File: src/rtl/assert_macros.svh
// ------------------------------------------------------------------------
// assertion macros
// shared concurrent assertion forms for the mouse controller rtl
// ------------------------------------------------------------------------
`ifndef ASSERT_MACROS_SVH
`define ASSERT_MACROS_SVH

// same-cycle implication, disabled while reset is asserted
`define ASSERT_IMP(label, clk, rst_n, ante, cons, msg) \
    label: assert property (@(posedge clk) disable iff (!rst_n) (ante) |-> (cons)) \
        else $error(msg);

// next-cycle implication, disabled while reset is asserted
`define ASSERT_NXT(label, clk, rst_n, ante, cons, msg) \
    label: assert property (@(posedge clk) disable iff (!rst_n) (ante) |=> (cons)) \
        else $error(msg);

`endif

File: src/rtl/mpic_pkg.sv
// ------------------------------------------------------------------------
// mpic_pkg
// request codes, bundles and reset constants of the mouse controller
// ------------------------------------------------------------------------
package mpic_pkg;

    localparam int MPIC_COORD_BITS = 16;
    localparam int MPIC_BOUND_MAX  = 1023;

    localparam logic [3:0] REQ_MOVE     = 4'd0;
    localparam logic [3:0] REQ_BUTTON   = 4'd1;
    localparam logic [3:0] REQ_VBLANK   = 4'd2;
    localparam logic [3:0] REQ_INIT     = 4'd3;
    localparam logic [3:0] REQ_SETMODE  = 4'd4;
    localparam logic [3:0] REQ_SERVE    = 4'd5;
    localparam logic [3:0] REQ_READ     = 4'd6;
    localparam logic [3:0] REQ_CLEAR    = 4'd7;
    localparam logic [3:0] REQ_POSITION = 4'd8;
    localparam logic [3:0] REQ_CLAMP    = 4'd9;
    localparam logic [3:0] REQ_HOME     = 4'd10;

    // mode bits
    localparam int MODE_ON      = 0;
    localparam int MODE_MOVE    = 1;
    localparam int MODE_BUTTON  = 2;
    localparam int MODE_VBLANK  = 3;

    typedef struct packed {
        logic [3:0]         req_type;
        logic signed [15:0] delta_x;
        logic signed [15:0] delta_y;
        logic               button_pressed;
        logic               in_vblank;
        logic [3:0]         mode_value;
        logic               clamp_axis;
        logic signed [15:0] first_word;
        logic signed [15:0] second_word;
    } cmd_t;

    typedef struct packed {
        logic signed [15:0] pos_x;
        logic signed [15:0] pos_y;
        logic [7:0]         status_byte;
        logic               button_now;
        logic [3:0]         mode_out;
        logic               irq_active;
        logic               irq_pulse;
    } res_t;

endpackage

File: src/rtl/mpic_core.sv
// ------------------------------------------------------------------------
// mpic_core
// controller state and the combinational update for one request
// ------------------------------------------------------------------------
module mpic_core #(
    parameter int COORD_BITS = mpic_pkg::MPIC_COORD_BITS
) (
    input  logic          clk,
    input  logic          rst_n,
    input  logic          en,
    input  mpic_pkg::cmd_t cmd,
    output mpic_pkg::res_t res
);
    import mpic_pkg::*;

    localparam logic signed [COORD_BITS-1:0] BOUND_HI = COORD_BITS'(MPIC_BOUND_MAX);

    logic signed [COORD_BITS-1:0] pos_x_reg, pos_x_next, pos_y_reg, pos_y_next;
    logic signed [COORD_BITS-1:0] min_x_reg, min_x_next, max_x_reg, max_x_next;
    logic signed [COORD_BITS-1:0] min_y_reg, min_y_next, max_y_reg, max_y_next;
    logic [2:0] btn_reg, btn_next;       // current, previous, changed
    logic       moved_reg, moved_next;
    logic [3:0] mode_reg, mode_next;
    logic [2:0] pend_reg, pend_next;     // move, button, vblank
    logic       irq_reg, irq_next;
    logic       vbl_reg, vbl_next;

    logic signed [COORD_BITS-1:0] dx_c, dy_c, w1_c, w2_c;
    logic [7:0] status;
    logic       pulse;

    function automatic logic signed [COORD_BITS-1:0] bound(
        input logic signed [COORD_BITS-1:0] v,
        input logic signed [COORD_BITS-1:0] lo,
        input logic signed [COORD_BITS-1:0] hi
    );
        logic signed [COORD_BITS-1:0] t;
        t = (v < lo) ? lo : v;
        return (t > hi) ? hi : t;
    endfunction

    assign dx_c = cmd.delta_x[COORD_BITS-1:0];
    assign dy_c = cmd.delta_y[COORD_BITS-1:0];
    assign w1_c = cmd.first_word[COORD_BITS-1:0];
    assign w2_c = cmd.second_word[COORD_BITS-1:0];

    always_comb
    begin
        pos_x_next = pos_x_reg;
        pos_y_next = pos_y_reg;
        min_x_next = min_x_reg;
        max_x_next = max_x_reg;
        min_y_next = min_y_reg;
        max_y_next = max_y_reg;
        btn_next   = btn_reg;
        moved_next = moved_reg;
        mode_next  = mode_reg;
        pend_next  = pend_reg;
        irq_next   = irq_reg;
        vbl_next   = vbl_reg;
        status     = 8'h00;
        pulse      = 1'b0;
        case (cmd.req_type)
            REQ_MOVE:
            begin
                if ((cmd.delta_x != 16'sd0) || (cmd.delta_y != 16'sd0))
                begin
                    pos_x_next = bound(pos_x_reg + dx_c, min_x_reg, max_x_reg);
                    pos_y_next = bound(pos_y_reg + dy_c, min_y_reg, max_y_reg);
                    moved_next = 1'b1;
                end
            end
            REQ_BUTTON:
            begin
                if (cmd.button_pressed != btn_reg[0])
                    btn_next = {1'b1, btn_reg[0], cmd.button_pressed};
            end
            REQ_VBLANK:
            begin
                if (cmd.in_vblank && !vbl_reg)
                begin
                    if (mode_reg[MODE_VBLANK])
                        pend_next[2] = 1'b1;
                    if (mode_reg[MODE_MOVE] && moved_reg)
                        pend_next[0] = 1'b1;
                    if (mode_reg[MODE_BUTTON] && btn_reg[2])
                    begin
                        pend_next[1] = 1'b1;
                        btn_next[2]  = 1'b0;
                    end
                    if (mode_reg[MODE_ON] && (pend_next != 3'b000))
                    begin
                        irq_next = 1'b1;
                        pulse    = 1'b1;
                    end
                end
                vbl_next = cmd.in_vblank;
            end
            REQ_INIT:
            begin
                min_x_next  = '0;
                max_x_next  = BOUND_HI;
                min_y_next  = '0;
                max_y_next  = BOUND_HI;
                pos_x_next  = '0;
                pos_y_next  = '0;
                moved_next  = 1'b0;
                btn_next[2] = 1'b0;
                mode_next   = 4'h0;
            end
            REQ_SETMODE:
            begin
                mode_next = cmd.mode_value;
                if (!cmd.mode_value[MODE_ON])
                begin
                    pend_next = 3'b000;
                    irq_next  = 1'b0;
                end
            end
            REQ_SERVE:
            begin
                status    = {4'h0, pend_reg, 1'b0};
                pend_next = 3'b000;
                irq_next  = 1'b0;
            end
            REQ_READ:
            begin
                status     = {btn_reg[0], btn_reg[1], moved_reg, 1'b0, pend_reg, 1'b0};
                moved_next = 1'b0;
                btn_next   = {btn_reg[2], btn_reg[0], btn_reg[0]};
            end
            REQ_CLEAR:
            begin
                pos_x_next = '0;
                pos_y_next = '0;
                moved_next = 1'b0;
            end
            REQ_POSITION:
            begin
                pos_x_next = bound(w1_c, min_x_reg, max_x_reg);
                pos_y_next = bound(w2_c, min_y_reg, max_y_reg);
            end
            REQ_CLAMP:
            begin
                if (!cmd.clamp_axis)
                begin
                    min_x_next = w1_c;
                    max_x_next = w2_c;
                    pos_x_next = bound(pos_x_reg, w1_c, w2_c);
                end
                else
                begin
                    min_y_next = w1_c;
                    max_y_next = w2_c;
                    pos_y_next = bound(pos_y_reg, w1_c, w2_c);
                end
            end
            REQ_HOME:
            begin
                pos_x_next = min_x_reg;
                pos_y_next = min_y_reg;
            end
            default:
            begin
            end
        endcase
    end

    always_ff @(posedge clk or negedge rst_n)
    begin
        if (!rst_n)
        begin
            pos_x_reg <= '0;
            pos_y_reg <= '0;
            min_x_reg <= '0;
            max_x_reg <= BOUND_HI;
            min_y_reg <= '0;
            max_y_reg <= BOUND_HI;
            btn_reg   <= 3'b000;
            moved_reg <= 1'b0;
            mode_reg  <= 4'h0;
            pend_reg  <= 3'b000;
            irq_reg   <= 1'b0;
            vbl_reg   <= 1'b0;
        end
        else if (en)
        begin
            pos_x_reg <= pos_x_next;
            pos_y_reg <= pos_y_next;
            min_x_reg <= min_x_next;
            max_x_reg <= max_x_next;
            min_y_reg <= min_y_next;
            max_y_reg <= max_y_next;
            btn_reg   <= btn_next;
            moved_reg <= moved_next;
            mode_reg  <= mode_next;
            pend_reg  <= pend_next;
            irq_reg   <= irq_next;
            vbl_reg   <= vbl_next;
        end
    end

    // coordinates shown sign-extended to 16 bits
    always_comb
    begin
        res.pos_x       = 16'(pos_x_next);
        res.pos_y       = 16'(pos_y_next);
        res.status_byte = status;
        res.button_now  = btn_next[0];
        res.mode_out    = mode_next;
        res.irq_active  = irq_next;
        res.irq_pulse   = pulse;
    end

endmodule

File: src/rtl/mouse_position_interrupt_controller.sv
// ------------------------------------------------------------------------
// mouse_position_interrupt_controller
// mouse position tracker with clamp bounds, button flags and vblank irq
// ------------------------------------------------------------------------
//
//  channel | direction | carries
//  --------+-----------+-----------------------------------------------
//  s_*     | in        | one request: command in tuser, operands in tdata
//  m_*     | out       | one result per request: position, status, irq
//
//  one request per cycle sustained while m_tready is high; a result is
//  presented on m_* once its request has passed through both registers
//  (input register, then result register)
//  the request register feeds the state update directly, so each request
//  sees the state left by the one before it with no bubbles
//  rst_n clears the valid flags and returns the state to its reset values
//  a stalled result holds the result register; the request register still
//  fills, and s_tready drops only when both are occupied
//
module mouse_position_interrupt_controller #(
    parameter int COORD_BITS = mpic_pkg::MPIC_COORD_BITS
) (
    input  logic        clk,
    input  logic        rst_n,
    // request channel
    input  logic        s_tvalid,
    output logic        s_tready,
    // delta_x[15:0], delta_y[31:16], button_pressed[32], in_vblank[33],
    // mode_value[37:34], clamp_axis[38], first_word[54:39],
    // second_word[70:55], zero[71]
    input  logic [71:0] s_tdata,
    // req_type[3:0]
    input  logic [3:0]  s_tuser,
    // result channel
    output logic        m_tvalid,
    input  logic        m_tready,
    // pos_x[15:0], pos_y[31:16], status_byte[39:32], button_now[40],
    // mode_out[44:41], irq_active[45], irq_pulse[46], zero[47]
    output logic [47:0] m_tdata
);
    import mpic_pkg::*;

    `include "assert_macros.svh"

    logic in_valid_reg;
    cmd_t cmd_reg;
    logic out_valid_reg;
    res_t res_reg;
    res_t res_now;
    logic advance;      // request register moves into the result register

    assign advance  = in_valid_reg && (!out_valid_reg || m_tready);
    assign s_tready = !in_valid_reg || advance;

    // request register
    always_ff @(posedge clk or negedge rst_n)
    begin
        if (!rst_n)
            in_valid_reg <= 1'b0;
        else if (s_tready)
            in_valid_reg <= s_tvalid;
    end

    always_ff @(posedge clk)
    begin
        if (s_tready && s_tvalid)
        begin
            cmd_reg.req_type       <= s_tuser;
            cmd_reg.delta_x        <= s_tdata[15:0];
            cmd_reg.delta_y        <= s_tdata[31:16];
            cmd_reg.button_pressed <= s_tdata[32];
            cmd_reg.in_vblank      <= s_tdata[33];
            cmd_reg.mode_value     <= s_tdata[37:34];
            cmd_reg.clamp_axis     <= s_tdata[38];
            cmd_reg.first_word     <= s_tdata[54:39];
            cmd_reg.second_word    <= s_tdata[70:55];
        end
    end

    // state and update logic, committed when the request moves on
    mpic_core #(
        .COORD_BITS (COORD_BITS)
    ) u_core (
        .clk   (clk),
        .rst_n (rst_n),
        .en    (advance),
        .cmd   (cmd_reg),
        .res   (res_now)
    );

    // result register
    always_ff @(posedge clk or negedge rst_n)
    begin
        if (!rst_n)
            out_valid_reg <= 1'b0;
        else if (advance)
            out_valid_reg <= 1'b1;
        else if (m_tready)
            out_valid_reg <= 1'b0;
    end

    always_ff @(posedge clk)
    begin
        if (advance)
            res_reg <= res_now;
    end

    assign m_tvalid = out_valid_reg;
    assign m_tdata  = {1'b0, res_reg.irq_pulse, res_reg.irq_active, res_reg.mode_out,
                       res_reg.button_now, res_reg.status_byte, res_reg.pos_y,
                       res_reg.pos_x};

    // a fired interrupt always leaves the irq level raised
    `ASSERT_IMP(a_pulse_sets_irq, clk, rst_n, m_tvalid && res_reg.irq_pulse,
                res_reg.irq_active, "irq pulse without irq level")
    // an empty request register never refuses a request
    `ASSERT_IMP(a_ready_when_empty, clk, rst_n, !in_valid_reg, s_tready,
                "request refused while request register empty")
    // a moved request always leaves a result behind it
    `ASSERT_NXT(a_advance_fills_out, clk, rst_n, advance, out_valid_reg,
                "result register empty after a request moved on")

endmodule
File: config.mk
export PLATFORM = sky130hd
export DESIGN_NAME = mouse_position_interrupt_controller
export DESIGN_NICKNAME = d
export VERILOG_FILES = /design/src/rtl/mpic_pkg.sv /design/src/rtl/mpic_core.sv /design/src/rtl/mouse_position_interrupt_controller.sv
export VERILOG_INCLUDE_DIRS = /design/src /design/src/rtl
export SDC_FILE = /design/constraint.sdc
export NUM_CORES = 1
export LEC_CHECK = 0
export ABC_CLOCK_PERIOD_IN_PS = 7200
export BUFFER_PORTS_ARGS = -buffer_cell sky130_fd_sc_hd__buf_2
export CAP_MARGIN = 20
export CORE_AREA = 2 2 215 217
export DETAILED_ROUTE_END_ITERATION = 8
export DIE_AREA = 0 0 217 219
export GPL_ROUTABILITY_DRIVEN = 0
export GPL_TIMING_DRIVEN = 0
export PLACE_DENSITY = 0.67
export SLEW_MARGIN = 20
export SYNTH_ARGS = -nofsm -noshare
export SYNTH_HDL_FRONTEND = slang
export SYNTH_SLANG_ARGS = --single-unit
File: constraint.sdc
create_clock -name clk -period 7.2 [get_ports clk]
set_clock_uncertainty 0.05 [all_clocks]
set_input_delay 2.16 -clock clk [delete_from_list [all_inputs] [get_ports clk]]
set_output_delay 2.16 -clock clk [all_outputs]
set_load 0.005 [all_outputs]
==> results.txt <==
headroom to the max-slew limit -> 13.0%
clock latency at the later pin of the worst-skew pair -> 0.61 ns
commonest cells in the netlist -> nand2_1, ha_1, o21ai_0
mapped cell area -> 0.0179 mm^2
Max Cap Viol -> 0
post-cts hold buffer count -> 0
DP Area -> 0.0193 mm^2
Slew Viols, Final -> 0
area of the die -> 0.0475 mm^2
min-delay src -> u_core.max_x_reg[6]
crit path cell chain -> ha_1 > nand2_1 > o21ai_0 > a2111oi_0 > nor3_1 > inv_1 > ha_1 > a21oi_1 > a21oi_1 > a22o_1 > a211oi_4 > a21o_1 > buf_2 > buf_4 > mux2_2 > ha_1 > a21o_1 > a21oi_1 > o21ai_0 > a211oi_2 > mux2_4 > o22ai_4 > a221oi_4 > o211ai_1
Seq cells post-synth -> 231
die width -> 217 um
Worst Path Max Fanout -> 10
Max Fclk -> 0.144 GHz
CTS max path bufs -> 3
Starting DRT DRC Count -> 1696
GRT Util Overall -> 27.4%
total gr overflow -> 0
# port buffers -> 125
cts bufs inserted -> 29
fin crit share -> 96.7%
DP Worst Slack -> -0.626 ns
initial core utilization -> 39.6%
end point of the critical path -> m_tdata[24]
post-DP HPWL -> 52.6 mm
number of antenna violations at the first check in global routing -> 3
num ports -> 130
top-count cell post-synth -> nand2_1
H-tree depth reported by CTS -> 1
Via density -> 6.30
first-pass GRT wire length -> 98.9 mm
largest net degree at the start of global routing -> 59
CTS Root Cell -> clkbuf_16
asr flop ratio synth -> 48.1%
P&R area growth vs syn -> 14.8%
required time worst endpoint -> 7.52 ns
post-synth top area share -> 20.2%
path depth of the worst reg2reg path -> 24
antenna-violating nets left -> 0
setup ws final -> 0.235 ns
R2R setup slack -> 0.23 ns
fin nets -> 2440
Power Dens Cells -> 455 mW/mm^2
Core Box Area -> 0.0451 mm^2
DR WL/cell -> 24.0 um
Cell Rows -> 78
hold crit path type -> reg -> reg
Final Instance Count excl. Fillers -> 2764
critical path launch point type -> flip-flop
Clock transition at path regs -> 0.07 ns
final instance area -> 0.0205 mm^2
crit path from -> u_core.pos_y_reg[10]
crit path DAT -> 7.28 ns
area leader, netlist -> edfxtp_1
DRC Markers -> 0
Post-synth EDFFs -> 120
Setup crit end kind -> flip-flop
Register Area -> 0.00641 mm^2
outcome -> completed
Post-Place Cells -> 2704
routed wire length -> 66.4 mm
worst r2r src -> u_core.pos_y_reg[10]
DR vias -> 17423
Worst Tran Pin Value -> 1.30 ns
Seq/Total Area, Yosys -> 35.9%
Pleak -> 8.58 nW
TritonRoute pass-1 iters -> 5
VDD IR max -> 0.369 mV
r2r endpoint -> m_tdata[24]
number of flip-flops under the largest register name -> 75
Syn Area/Cell -> 9.04 um^2
vias in the first global route -> 16896
fraction of layout cells with a size suffix above 1 -> 14.1%
area occupied by multi-input gates -> 0.0109 mm^2
top cells by area, synth -> edfxtp_1, ha_1, dfrtp_1
total power -> 9.33 mW
floorplan die height -> 219 um
prevailing post-synth register cell -> edfxtp_1
minimum clock period -> 6.97 ns
Hold WS -> 0.438 ns
final setup fails -> 0
TritonCTS clock tree -> done
final hold violations -> 0
kind of critical path -> reg -> reg
CP max stage cell -> dfrtp_1
synth unique cells -> 87
synth warn -> 0
Synth Instances -> 1974
filler instances -> 4419
Critical Path Max Stage Delay -> 0.51 ns
clock sinks -> 231
-- power breakdown --
part	internal (mW)	switching (mW)
Combinational	2.37	3.51
Clock	0.795	0.645
Sequential	1.67	0.340
-- cell usage in the layout (no fill, tap or decap), types with 27 or more instances in the layout --
master / instances
nand2_1: 232
nand2b_1: 32
clkbuf_16: 29
nand4_1: 27
clkbuf_1: 59
nand3_1: 61
nor2_1: 101
edfxtp_1: 120
a31oi_1: 35
o21ai_0: 188
inv_1: 120
buf_2: 134
a21oi_1: 124
mux2_2: 29
dfrtp_1: 89
ha_1: 218
-- critical path, delay by kind of cell, from the launching register on --
family	cells	cell delay (ns)
muxes	2	0.74
buffers and inverters	3	0.54
and+or+nand+nor	2	0.57
adders and majority gates	3	1.16
DFF	1	0.51
AOI/OAI and AO/OA	14	3.13
-- per-layer routing --
| metal | track usage [%] | vias to the layer above | wire (um) |
|---|---|---|---|
| met3 | 5.84 | 280 | 6750 |
| li1 | - | 7815 | - |
| met5 | 0 | - | 12 |
| met2 | 43.9 | 1018 | 29400 |
| met1 | 33.4 | 8308 | 25200 |
| met4 | 17.6 | 2 | 4970 |
-- worst min-delay path by stage --
stage | end | cells after the start
floorplan | u_core.irq_reg | 2
global placement | u_core.irq_reg | 2
detailed placement | u_core.irq_reg | 2
CTS | u_core.max_x_reg[6] | 2
global route | u_core.max_y_reg[6] | 2
finish | u_core.max_x_reg[6] | 2
-- stage by stage --
step	TNS, ns	util (%)
5_1_grt	-0.0273	45.5
3_5_place_dp	-16.71	42.9
2_1_floorplan	0	-
6_report	0	45.5
3_3_place_gp	-12.31	42.7
4_1_cts	0	45.1
-- timing repair --
action,in CTS,in global routing
gates cloned,0,0
pin swaps,1,4
setup endpoints to repair,58,52
gates resized for setup,14,27
hold endpoints to repair,0,0
setup buffers,3,4
-- kinds of logic after synthesis --
logic type / Yosys count / share of synthesized area (%)
AOI/OAI and AO/OA: 641 / 23.5
and+or+nand+nor: 612 / 16.6
DFF: 231 / 35.9
adders and majority gates: 221 / 15.6
buffers and inverters: 198 / 4.39
muxes: 50 / 3.01
xor gates and xnor gates: 20 / 0.981
other: 1 / 0.0210
-- final cells by class --
type	count	area share [%]
plain buffers	74	1.58
clock buffers	33	3.61
clock inverters	21	0.940
inverters	121	2.22
diodes	2	0.0244
well taps	600	3.66
multi-input cells	1547	53.0
flip-flops and latches	231	31.3
repair buffers	135	3.74
(Power assumes the default switching activity.)
